`src/protected_range_table_macros.svh`:
```
// ----------------------------------------------------------------------------
// Protected range table assertion macros
// Shorthand for the concurrent checks at the end of the top level.
// ----------------------------------------------------------------------------
`ifndef PROTECTED_RANGE_TABLE_MACROS_SVH
`define PROTECTED_RANGE_TABLE_MACROS_SVH

// Same-cycle implication, sampled on clk and disabled while rst_n is low.
`define PRT_ASSERT_NOW(name, ante, cons, msg) \
    name: assert property (@(posedge clk) disable iff (!rst_n) (ante) |-> (cons)) \
        else $error(msg);

// Next-cycle implication, sampled on clk and disabled while rst_n is low.
`define PRT_ASSERT_NEXT(name, ante, cons, msg) \
    name: assert property (@(posedge clk) disable iff (!rst_n) (ante) |=> (cons)) \
        else $error(msg);

`endif

```
`src/prt_pkg.sv`:
```
// ----------------------------------------------------------------------------
// Protected range table package
// Result codes, command codes and the entry compare result type.
// ----------------------------------------------------------------------------
package prt_pkg;

    localparam int ADDR_W = 32;
    localparam int LEN_W  = 33;

    localparam logic CMD_QUERY   = 1'b0;
    localparam logic CMD_PROTECT = 1'b1;

    localparam logic [1:0] COV_NONE    = 2'd0;
    localparam logic [1:0] COV_FULL    = 2'd1;
    localparam logic [1:0] COV_PARTIAL = 2'd2;

    localparam logic [1:0] STATUS_OK      = 2'd0;
    localparam logic [1:0] STATUS_REFUSED = 2'd1;
    localparam logic [1:0] STATUS_FULL    = 2'd2;

    // Relation of one table entry to the span under test.
    typedef struct packed {
        logic full;       // entry holds the whole span
        logic part;       // entry overlaps the span in part
        logic adj_front;  // span ends where the entry starts
        logic adj_back;   // entry ends where the span starts
    } cmp_t;

endpackage

```
`src/prt_span_cmp.sv`:
```
// ----------------------------------------------------------------------------
// Protected range table entry comparator
// Relates one stored region to the current span with 33-bit compares.
// ----------------------------------------------------------------------------
module prt_span_cmp
(
    input  logic [prt_pkg::ADDR_W-1:0] ent_start,
    input  logic [prt_pkg::LEN_W-1:0]  ent_end,
    input  logic [prt_pkg::ADDR_W-1:0] span_pos,
    input  logic [prt_pkg::LEN_W-1:0]  span_end,
    output prt_pkg::cmp_t              res
);

    logic [prt_pkg::LEN_W-1:0] s_ext;
    logic [prt_pkg::LEN_W-1:0] p_ext;
    logic                      s_le_p;

    always_comb
    begin
        s_ext  = {1'b0, ent_start};
        p_ext  = {1'b0, span_pos};
        s_le_p = (s_ext <= p_ext);

        res.full      = s_le_p && (ent_end >= span_end);
        res.part      = ((s_ext >= p_ext) && (s_ext < span_end)) ||
                        (s_le_p && (ent_end > p_ext));
        res.adj_front = (span_end == s_ext);
        res.adj_back  = (ent_end == p_ext);
    end

endmodule

```
`src/protected_range_table.sv`:
```
// Throughput: one transaction at a time; the scan reads one table entry per cycle
// through the single read port of the region memory, so entry_count sets the rate.
// Reset: asynchronous, active low; the table is empty afterwards and the region
// memory itself is not cleared, since only entries below the count are ever read.
// ----------------------------------------------------------------------------
// Protected range table
// Keeps protected address regions in insertion order, answers coverage
// queries and adds regions, joining and merging adjoining ones.
// ----------------------------------------------------------------------------
`include "protected_range_table_macros.svh"

module protected_range_table
#(
    parameter int TABLE_DEPTH    = 16,
    parameter int MIN_REGION_LEN = 8
)
(
    input  logic        clk,
    input  logic        rst_n,

    input  logic        s_axis_tvalid,
    output logic        s_axis_tready,
    input  logic [63:0] s_axis_tdata,   // start_addr [31:0], span_len [63:32]
    input  logic        s_axis_tuser,   // cmd [0]

    output logic        m_axis_tvalid,
    input  logic        m_axis_tready,
    output logic [7:0]  m_axis_tdata    // coverage [1:0], status [3:2], zero [7:4]
);

    localparam int IDX_W = (TABLE_DEPTH > 1) ? $clog2(TABLE_DEPTH) : 1;
    localparam int CNT_W = $clog2(TABLE_DEPTH + 1);
    localparam int AW    = prt_pkg::ADDR_W;
    localparam int LW    = prt_pkg::LEN_W;

    typedef enum logic [2:0] {
        ST_IDLE,
        ST_SCAN,
        ST_DECIDE,
        ST_SUM,
        ST_SUM_NEXT,
        ST_WRITE,
        ST_SHIFT,
        ST_RESP
    } state_t;

    // Region memory, one write and one registered read port.
    logic [AW-1:0] mem_start [TABLE_DEPTH];
    logic [LW-1:0] mem_len   [TABLE_DEPTH];

    state_t        state_reg;
    logic [CNT_W-1:0] count_reg;
    logic          cmd_reg;
    logic [AW-1:0] pos_reg;
    logic [31:0]   len_reg;
    logic [LW-1:0] span_end_reg;
    logic [1:0]    cov_reg;
    logic [1:0]    status_reg;

    logic [CNT_W-1:0] iss_reg;
    logic          v1_reg;
    logic [CNT_W-1:0] i1_reg;
    logic [AW-1:0] rd_start_reg;
    logic [LW-1:0] rd_len_reg;
    logic          v2_reg;
    logic [CNT_W-1:0] i2_reg;
    logic [AW-1:0] s2_reg;
    logic [LW-1:0] l2_reg;
    logic [LW-1:0] e2_reg;

    logic          adj_found_reg;
    logic [CNT_W-1:0] adj_k_reg;
    logic          adj_front_reg;
    logic [AW-1:0] adj_s_reg;
    logic [LW-1:0] adj_l_reg;
    logic          nxt_match_reg;
    logic [LW-1:0] nxt_l_reg;
    logic [LW-1:0] sum_reg;

    logic          m_valid_reg;
    logic [1:0]    m_cov_reg;
    logic [1:0]    m_status_reg;

    prt_pkg::cmp_t cmp;
    logic          issue;
    logic [IDX_W-1:0] rd_addr;
    logic          wr_en;
    logic [IDX_W-1:0] wr_addr;
    logic [AW-1:0] wr_start;
    logic [LW-1:0] wr_len;
    logic          table_full;
    logic          is_short;
    logic [CNT_W-1:0] k_plus1;

    prt_span_cmp u_cmp
    (
        .ent_start (s2_reg),
        .ent_end   (e2_reg),
        .span_pos  (pos_reg),
        .span_end  (span_end_reg),
        .res       (cmp)
    );

    always_comb
    begin
        issue      = ((state_reg == ST_SCAN) || (state_reg == ST_SHIFT)) &&
                     (iss_reg < count_reg);
        rd_addr    = iss_reg[IDX_W-1:0];
        table_full = (count_reg == CNT_W'(TABLE_DEPTH));
        is_short   = (len_reg < 32'(MIN_REGION_LEN));
        k_plus1    = CNT_W'(adj_k_reg + CNT_W'(1));

        wr_en    = 1'b0;
        wr_addr  = count_reg[IDX_W-1:0];
        wr_start = pos_reg;
        wr_len   = {1'b0, len_reg};
        unique case (state_reg)
            ST_DECIDE:
            begin
                wr_en = (cmd_reg == prt_pkg::CMD_PROTECT) && !is_short &&
                        (cov_reg == prt_pkg::COV_NONE) && !adj_found_reg && !table_full;
            end
            ST_WRITE:
            begin
                wr_en    = 1'b1;
                wr_addr  = adj_k_reg[IDX_W-1:0];
                wr_start = adj_front_reg ? pos_reg : adj_s_reg;
                wr_len   = sum_reg;
            end
            ST_SHIFT:
            begin
                wr_en    = v1_reg;
                wr_addr  = IDX_W'(i1_reg - CNT_W'(1));
                wr_start = rd_start_reg;
                wr_len   = rd_len_reg;
            end
            default:
            begin
                wr_en = 1'b0;
            end
        endcase
    end

    always_ff @(posedge clk)
    begin
        if (wr_en)
        begin
            mem_start[wr_addr] <= wr_start;
            mem_len[wr_addr]   <= wr_len;
        end
    end

    always_ff @(posedge clk)
    begin
        rd_start_reg <= mem_start[rd_addr];
        rd_len_reg   <= mem_len[rd_addr];
    end

    always_ff @(posedge clk or negedge rst_n)
    begin
        if (!rst_n)
        begin
            state_reg     <= ST_IDLE;
            count_reg     <= '0;
            cmd_reg       <= prt_pkg::CMD_QUERY;
            pos_reg       <= '0;
            len_reg       <= '0;
            span_end_reg  <= '0;
            cov_reg       <= prt_pkg::COV_NONE;
            status_reg    <= prt_pkg::STATUS_OK;
            iss_reg       <= '0;
            v1_reg        <= 1'b0;
            i1_reg        <= '0;
            v2_reg        <= 1'b0;
            i2_reg        <= '0;
            s2_reg        <= '0;
            l2_reg        <= '0;
            e2_reg        <= '0;
            adj_found_reg <= 1'b0;
            adj_k_reg     <= '0;
            adj_front_reg <= 1'b0;
            adj_s_reg     <= '0;
            adj_l_reg     <= '0;
            nxt_match_reg <= 1'b0;
            nxt_l_reg     <= '0;
            sum_reg       <= '0;
            m_valid_reg   <= 1'b0;
            m_cov_reg     <= prt_pkg::COV_NONE;
            m_status_reg  <= prt_pkg::STATUS_OK;
        end
        else
        begin
            // In ST_RESP the result register is handled by the state itself.
            if (m_valid_reg && m_axis_tready && (state_reg != ST_RESP))
            begin
                m_valid_reg <= 1'b0;
            end

            unique case (state_reg)
                ST_IDLE:
                begin
                    if (s_axis_tvalid)
                    begin
                        cmd_reg       <= s_axis_tuser;
                        pos_reg       <= s_axis_tdata[31:0];
                        len_reg       <= s_axis_tdata[63:32];
                        // A zero length is taken as one byte for the coverage check.
                        span_end_reg  <= {1'b0, s_axis_tdata[31:0]} +
                                         ((s_axis_tdata[63:32] == 32'd0) ?
                                          LW'(1) : {1'b0, s_axis_tdata[63:32]});
                        cov_reg       <= prt_pkg::COV_NONE;
                        adj_found_reg <= 1'b0;
                        nxt_match_reg <= 1'b0;
                        iss_reg       <= '0;
                        v1_reg        <= 1'b0;
                        v2_reg        <= 1'b0;
                        state_reg     <= ST_SCAN;
                    end
                end

                ST_SCAN:
                begin
                    // Read, form the end address, then compare: one entry per cycle.
                    if (issue)
                    begin
                        iss_reg <= CNT_W'(iss_reg + CNT_W'(1));
                    end
                    v1_reg <= issue;
                    i1_reg <= iss_reg;
                    v2_reg <= v1_reg;
                    i2_reg <= i1_reg;
                    s2_reg <= rd_start_reg;
                    l2_reg <= rd_len_reg;
                    e2_reg <= {1'b0, rd_start_reg} + rd_len_reg;

                    if (v2_reg && (cmp.full || cmp.part))
                    begin
                        cov_reg   <= cmp.full ? prt_pkg::COV_FULL : prt_pkg::COV_PARTIAL;
                        state_reg <= ST_DECIDE;
                    end
                    else if (v2_reg)
                    begin
                        if (!adj_found_reg && (cmp.adj_front || cmp.adj_back))
                        begin
                            adj_found_reg <= 1'b1;
                            adj_k_reg     <= i2_reg;
                            adj_front_reg <= cmp.adj_front;
                            adj_s_reg     <= s2_reg;
                            adj_l_reg     <= l2_reg;
                        end
                        else if (adj_found_reg && (i2_reg == k_plus1))
                        begin
                            nxt_match_reg <= cmp.adj_front;
                            nxt_l_reg     <= l2_reg;
                        end
                    end
                    else if (!issue && !v1_reg)
                    begin
                        state_reg <= ST_DECIDE;
                    end
                end

                ST_DECIDE:
                begin
                    priority if (cmd_reg == prt_pkg::CMD_QUERY)
                    begin
                        status_reg <= prt_pkg::STATUS_OK;
                        state_reg  <= ST_RESP;
                    end
                    else if (is_short || (cov_reg != prt_pkg::COV_NONE))
                    begin
                        status_reg <= prt_pkg::STATUS_REFUSED;
                        state_reg  <= ST_RESP;
                    end
                    else if (adj_found_reg)
                    begin
                        status_reg <= prt_pkg::STATUS_OK;
                        state_reg  <= ST_SUM;
                    end
                    else if (table_full)
                    begin
                        status_reg <= prt_pkg::STATUS_FULL;
                        state_reg  <= ST_RESP;
                    end
                    else
                    begin
                        status_reg <= prt_pkg::STATUS_OK;
                        count_reg  <= CNT_W'(count_reg + CNT_W'(1));
                        state_reg  <= ST_RESP;
                    end
                end

                ST_SUM:
                begin
                    sum_reg   <= adj_l_reg + {1'b0, len_reg};
                    state_reg <= ST_SUM_NEXT;
                end

                ST_SUM_NEXT:
                begin
                    if (nxt_match_reg)
                    begin
                        sum_reg <= sum_reg + nxt_l_reg;
                    end
                    state_reg <= ST_WRITE;
                end

                ST_WRITE:
                begin
                    if (nxt_match_reg)
                    begin
                        // The following entry has been absorbed; close the gap.
                        iss_reg   <= CNT_W'(adj_k_reg + CNT_W'(2));
                        v1_reg    <= 1'b0;
                        state_reg <= ST_SHIFT;
                    end
                    else
                    begin
                        state_reg <= ST_RESP;
                    end
                end

                ST_SHIFT:
                begin
                    if (issue)
                    begin
                        iss_reg <= CNT_W'(iss_reg + CNT_W'(1));
                    end
                    v1_reg <= issue;
                    i1_reg <= iss_reg;
                    if (!issue && !v1_reg)
                    begin
                        count_reg <= CNT_W'(count_reg - CNT_W'(1));
                        state_reg <= ST_RESP;
                    end
                end

                ST_RESP:
                begin
                    if (!m_valid_reg || m_axis_tready)
                    begin
                        m_valid_reg  <= 1'b1;
                        m_cov_reg    <= cov_reg;
                        m_status_reg <= status_reg;
                        state_reg    <= ST_IDLE;
                    end
                end

                default:
                begin
                    state_reg <= ST_IDLE;
                end
            endcase
        end
    end

    assign s_axis_tready = (state_reg == ST_IDLE);
    assign m_axis_tvalid = m_valid_reg;
    assign m_axis_tdata  = {4'b0000, m_status_reg, m_cov_reg};

    `PRT_ASSERT_NOW(a_count_bound, 1'b1, count_reg <= CNT_W'(TABLE_DEPTH),
        "entry count exceeds table depth")

    `PRT_ASSERT_NEXT(a_busy_after_accept, s_axis_tvalid && s_axis_tready, !s_axis_tready,
        "block ready again directly after accepting a transaction")

    `PRT_ASSERT_NOW(a_full_has_no_cover,
        m_valid_reg && (m_status_reg == prt_pkg::STATUS_FULL),
        m_cov_reg == prt_pkg::COV_NONE,
        "table full reported for a span that is already covered")

    `PRT_ASSERT_NOW(a_count_step, !$stable(count_reg),
        (count_reg == CNT_W'($past(count_reg) + CNT_W'(1))) ||
        (count_reg == CNT_W'($past(count_reg) - CNT_W'(1))),
        "entry count moved by more than one")

endmodule

```
`config.mk`:
```
export PLATFORM = sky130hd
export DESIGN_NAME = protected_range_table
export DESIGN_NICKNAME = d
export VERILOG_FILES = /design/src/prt_pkg.sv /design/src/prt_span_cmp.sv /design/src/protected_range_table.sv
export VERILOG_INCLUDE_DIRS = /design/src /design/src/src
export SDC_FILE = /design/constraint.sdc
export NUM_CORES = 2
export LEC_CHECK = 0
export BUFFER_PORTS_ARGS = -buffer_cell sky130_fd_sc_hd__buf_2
export CAP_MARGIN = 10
export CORE_MARGIN = 2
export CORE_UTILIZATION = 35
export DETAILED_ROUTE_END_ITERATION = 7
export PLACE_DENSITY_LB_ADDON = 0.3
export SYNTH_ARGS = -nofsm -noshare
export SYNTH_HDL_FRONTEND = slang
export SYNTH_HIERARCHICAL = 1
export SYNTH_SLANG_ARGS = --single-unit
export TNS_END_PERCENT = 10
```
`constraint.sdc`:
```
create_clock -name clk -period 12.1 [get_ports clk]
set_input_delay 1.21 -clock clk [delete_from_list [all_inputs] [get_ports clk]]
set_output_delay 1.21 -clock clk [all_outputs]
set_load 0.02 [all_outputs]
```
**After elaboration in Yosys (flattened, before gate mapping)**

Memory sizes are Yosys's and may differ from the RTL's. A register that Yosys moved wholly into a read port is not among the register bits.
Cells that the tools add are included.

- Add/subtract/negate cells: 10
- $lt $le $gt $ge: 7
- Equal/unequal tests: 30
- Mux-type cells: 55
- Bitwise logic cells: 2
- Reductions and logical operators: 48

Operators with widths:

| kind | number |
|---|---|
| $pmux 33 s2 | 2 |
| $eq 33x32->1 | 2 |
| $mux 32 | 2 |
| $pmux 32 s2 | 1 |
| $mux 5 | 8 |
| $add 32x32->33 | 1 |
| $add 32x33->33 | 1 |
| $add 33x32->33 | 1 |
| $add 33x33->33 | 1 |
| $ge 33x33->1 | 1 |
| $gt 33x32->1 | 1 |
| $lt 32x33->1 | 1 |
| $mux 33 | 1 |
| $ge 32x32->1 | 1 |
| $le 32x32->1 | 1 |
| $logic_not 32->1 | 1 |
| $lt 32x4->1 const B | 1 |
| $mux 3 | 9 |
| $pmux 3 s8 | 1 |
| $ne 2x2->1 const B | 11 |
| $add 5x1->5 const B | 3 |
| $mux 1 | 15 |
| $pmux 5 s3 | 1 |
| $reduce_and 5->1 | 3 |
| other kinds (32) | 82 |

- Register bits: 369
- Bits in writable memories: 1,040
- Input bits: 69
- Output and inout port bits: 10
- Word-level logic and storage cells: 181
- Memories: 2

Memories:

| name | depth | bits a word | read ports | clocked after Yosys merged registers in | write ports | RTL line | RTL |
|---|---|---|---|---|---|---|---|
| mem_len | 16 | 33 | 1 | 1 | 1 | protected_range_table.sv:49 | `logic [LW-1:0] mem_len [TABLE_DEPTH];` |
| mem_start | 16 | 32 | 1 | 1 | 1 | protected_range_table.sv:48 | `logic [AW-1:0] mem_start [TABLE_DEPTH];` |

**Logic depth before layout (Yosys ltp)**

- Word-level depth: 9
- Gate-level depth with buffers: 16
- Depth with buffers taken out: 16

**Hierarchy**

Netlist, hierarchy kept.

Modules (own cells, without submodules):

| module | instances | cells each | area an instance (um^2) | sequential area each (um^2) |
|---|---|---|---|---|
| protected_range_table | 1 | 3,827 | 62,085.8 | 41,765.1 |
| prt_span_cmp | 1 | 399 | 3,016.6 | 0.0 |

**Worst setup path after synthesis**

No wires, ideal clock.

- Path type: reg2reg
- Start: register state_reg[0]
- End: memory mem_len[12][0] (netlist bit) (enable)
- Arrival: 4.572 ns
- Setup slack: 7.040 ns
- Cell stages (with the launch flop): 11
- Path buffers: 1
- Clock period less this slack: 5.060 ns
- Path through: dfrtp_1 -> inv_1 -> ha_1 -> nand2_1 -> clkinv_1 -> nor2_1 -> clkbuf_1 -> a22oi_1 -> o21ai_0 -> nand2_1 -> nor2_1

- Longest elaborated chain between the ends: 4
- Elaborated cells on any way between the ends: 7
- Classes of those cells: eq/ne: 3; mux: 4

Ends and longest elaborated chain:

| what | RTL line | RTL |
|---|---|---|
| from (decl) | protected_range_table.sv:51 | `state_t state_reg;` |
| from (signal assigned) | protected_range_table.sv:163 | `state_reg <= ST_IDLE;` |
| from (signal assigned) | protected_range_table.sv:217 | `state_reg <= ST_SCAN;` |
| from (signal assigned) | protected_range_table.sv:239 | `state_reg <= ST_DECIDE;` |
| $eq 3x3->1 / $eq 3x2->1 (equally long branches) | protected_range_table.sv:117 | `unique case (state_reg)` |
| $pmux 1 s3 | protected_range_table.sv:117 |  |
| $mux 1 | protected_range_table.sv:146 | `if (wr_en)` |
| $mux 1 (implied by the code) | protected_range_table.sv:149 | `mem_len[wr_addr] <= wr_len;` |
| to (decl) | protected_range_table.sv:49 |  |

Parallel ways exist; a longest one is shown, timed or not.

==> results.sh <==
export IMPL_design_area_um2=73700
export IMPL_die_w_um=435
export IMPL_wl_met3_mm=11.3
export IMPL_leakagePower_nw=27.9
export IMPL_cp_max_fo=34
export IMPL_synth_edff_count=1040
export IMPL_drt_initial_drc_count=3935
export IMPL_synthArstFlopShare_pct=25.0
export IMPL_fp_dieH_um=435
export IMPL_cap_violations=0
export IMPL_ant_nets=0
export IMPL_grt_max_degree=156
export IMPL_finalNonFillerCells=6935
export IMPL_dr_pass1_iters=8
export IMPL_p_per_area_nw_per_um2=270
export IMPL_route_layer_met1_wl_mm=81.2
export IMPL_viasPerCell=5.46
export IMPL_synthCells=4226
export IMPL_grt_pass1_vias=38000
export IMPL_largest_reg_flops=528
export IMPL_outcome="finished, violations left"
export IMPL_fin_hold_ws_ns=0.398
export IMPL_synth_top_area_share_pct=48.0
export IMPL_dieArea_um2=189000
export IMPL_fin_nets=4667
export IMPL_dr_total_vias=37900
export IMPL_grt_overflow_total=0
export IMPL_period_share_pct=50.7
export IMPL_totalWireLength_mm=182
export IMPL_postCtsResizedCells=0
export IMPL_synth_ff_type="edfxtp_1"
export IMPL_yosys_warnings=6
export IMPL_routabilityCongestion=0.949
export IMPL_hpwl_mm=118
export IMPL_cts_buffers=154
export IMPL_fmax_ghz=0.163
export IMPL_syn_to_final_growth_pct=13.2
export IMPL_post_cts_buffers=0
export IMPL_timing_worst_setup_path_type="reg -> reg"
export IMPL_setup_tns_ns=0
export IMPL_end_kind="register"
export IMPL_finalHoldViolCount=0
export IMPL_synth_seq_cells=1474
export IMPL_layout_drive_gt1_share_pct=20.7
export IMPL_track_usage_pct=19.0
export IMPL_tightestPinTransition_ns=1.17
export IMPL_worst_path_max_delay_cell="nor4_1"
export IMPL_synth_area_leaders="edfxtp_1 (48%), dfrtp_1 (14%), mux4_2 (11%), ha_1 (5.2%), mux2_2 (3.1%)"
export IMPL_cp_cell_sequence="ha_1 > nand4_1 > or3_1 > nor4_1 > o31a_1 > or4_4 > o21ai_1 > a2bb2oi_1 > nor3b_1 > nand2_1 > nor3_2 > buf_6 > buf_4 > buf_4 > mux2_2"
export IMPL_clkSinkCount=1474
export IMPL_ys_types=85
export IMPL_synth_area_per_cell_um2=15.4
export IMPL_routed_top_layer="met5"
export IMPL_cts_tree="done"
export IMPL_vdd_drop_max_uv=296
export IMPL_rsz0062_at_grt="false"
export IMPL_avgRoutedWirePerCell_um=26.2
export IMPL_htree_levels=4
export IMPL_cts_reportedPaths_clkPinSlew_ns=0.06
export IMPL_start_util_pct=35.2
export IMPL_place_inst=6644
export IMPL_violations="DRC"
export IMPL_io_buffers=74
export IMPL_skew_ns=0.0622
export IMPL_setup_viol=0
export IMPL_synth_area_um2=65100
export IMPL_grt_first_pass_wirelength_mm=266
export IMPL_place_ws_ns=5.74
export IMPL_period_needed_ns=6.14
export IMPL_hold_class="in -> async"
export IMPL_wl_met2_mm=84.0
export IMPL_arrival_ns=6.81
export IMPL_slew_headroom_pct=22.0
export IMPL_placementRows=158
export IMPL_antenna_found_initial=14
export IMPL_cts_buffer_depth=3
export IMPL_crit_path_start_kind="register"
export IMPL_synth_largest_area_cell="edfxtp_1"
export IMPL_clock_root_buffer="clkbuf_16"
export IMPL_ios=79
export IMPL_route_detailed_drc=9
export IMPL_top_regs="mem_len x528, mem_start x512"
export IMPL_worst_path_largest_cell_delay_ns=0.88
export IMPL_ctsHoldBuffers=0
export IMPL_required_ns=12.78
export IMPL_place_area_um2=68500
export IMPL_regMostFlops="mem_len"
export IMPL_core_um2=185000
export IMPL_fin_ws_ns=5.96
export IMPL_slew_viol_final=0
export IMPL_ys_seq_area_share_pct=64.2
export IMPL_crit_path_frequent_cell="buf_4"
export IMPL_insertion_delay_ns=0.82
==> stage by stage <==
stage / util (%) / total power, mW
after CTS: 39.8 / 20.0
after global routing: 39.8 / 20.9
final: 39.8 / 19.9
after floorplan: - / 12.5
after global placement: 37.0 / 15.1
after detailed placement: 37.0 / 15.2
==> final timing paths <==
kind | startpoint | end | slack [ns] | cells past startpoint
worst max-delay path | s2_reg[31]$_DFFE_PN0P_ | adj_l_reg[2]$_DFFE_PN0P_ | 5.96 | 15
worst max register to register | s2_reg[31]$_DFFE_PN0P_ | adj_l_reg[2]$_DFFE_PN0P_ | 5.96 | 15
min in group clk | i1_reg[4]$_DFFE_PN0P_ | i1_reg[4]$_DFFE_PN0P_ | 0.48 | 2
max in group asynchronous | rst_n | sum_reg[2]$_DFFE_PN0P_ | 10.07 | 2
worst min-delay path | rst_n | status_reg[0]$_DFFE_PN0P_ | 0.40 | 1
worst min register to register | i1_reg[4]$_DFFE_PN0P_ | i1_reg[4]$_DFFE_PN0P_ | 0.48 | 2
==> metal layers <==
metal / GRT usage [%] / vias to the layer above
met3: 3.23 / 229
met5: 0 / -
li1: - / 16500
met4: 5.75 / 6
met1: 27.2 / 20000
met2: 29.7 / 1191
==> where the power goes <==
part	switching, mW	internal [mW]	total, mW	leakage, nW
Sequential	0.956	7.21	8.17	14.7
Combinational	4.30	2.65	6.95	10.6
Clock	2.03	2.78	4.81	2.53
Total	7.29	12.6	19.9	27.9
==> logic make-up after synthesis <==
kind of cell	Yosys count	share of synthesized area, %
XOR/XNOR	119	1.60
multiplexers	509	14.4
adder cells (fa/ha/maj)	277	5.38
other	1	0.00576
AO/OA/AOI/OAI	691	6.88
AND/OR/NAND/NOR	813	5.57
flip-flops	1474	64.2
buffers and inverters	342	1.99
==> critical path: cells and delay by family, from the launching register on <==
kind | cells | cell delay (ns)
flip-flops | 1 | 0.43
adder cells (fa/ha/maj) | 1 | 0.35
AND/OR/NAND/NOR | 7 | 2.90
AO/OA/AOI/OAI | 3 | 0.56
multiplexers | 1 | 0.40
buffers and inverters | 3 | 1.30
==> synth_stat cells (19+ instances only) <==
master,n
nor2_1,116
a21o_1,86
a22oi_1,38
edfxtp_1,1040
nand3_1,28
nor3_1,19
inv_1,137
a222oi_1,32
buf_1,35
nor2b_1,35
nor4_1,24
nand2_1,472
o21ai_1,21
clkbuf_1,164
a21oi_1,186
nand2b_1,21
mux2_2,178
o21ai_0,157
mux4_2,325
xnor2_1,68
ha_1,272
xor2_1,51
dfrtp_1,369
nand4_1,34
dfxtp_1,65
==> placed cells by master, fill, tap and decap left out, types with 30 or more instances in the layout <==
cell and n:
a21o_1 86, a21oi_1 186, a222oi_1 32, a22oi_1 38, buf_2 73, buf_4 59
clkbuf_1 31, clkbuf_16 160, clkinv_2 30, dfrtp_1 366, dfxtp_1 65, edfxtp_1 1040
ha_1 272, inv_1 137, mux2_2 178, mux4_2 325, nand2_1 470, nand4_1 34
nor2_1 97, nor2b_1 33, o21ai_0 157, xnor2_1 68, xor2_1 51
==> layout make-up <==
| class | count | area, um^2 |
|---|---|---|
| diodes | 3 | 7.51 |
| fillers | 16900 | 111000 |
| multi-input cells | 2413 | 22200 |
| inverters | 139 | 527 |
| clock buffers | 202 | 4270 |
| clock inverters | 85 | 866 |
| well taps | 2480 | 3100 |
| repair buffers | 139 | 935 |
| flip-flops and latches | 1474 | 41800 |
Power figures use the tool's default switching activity.
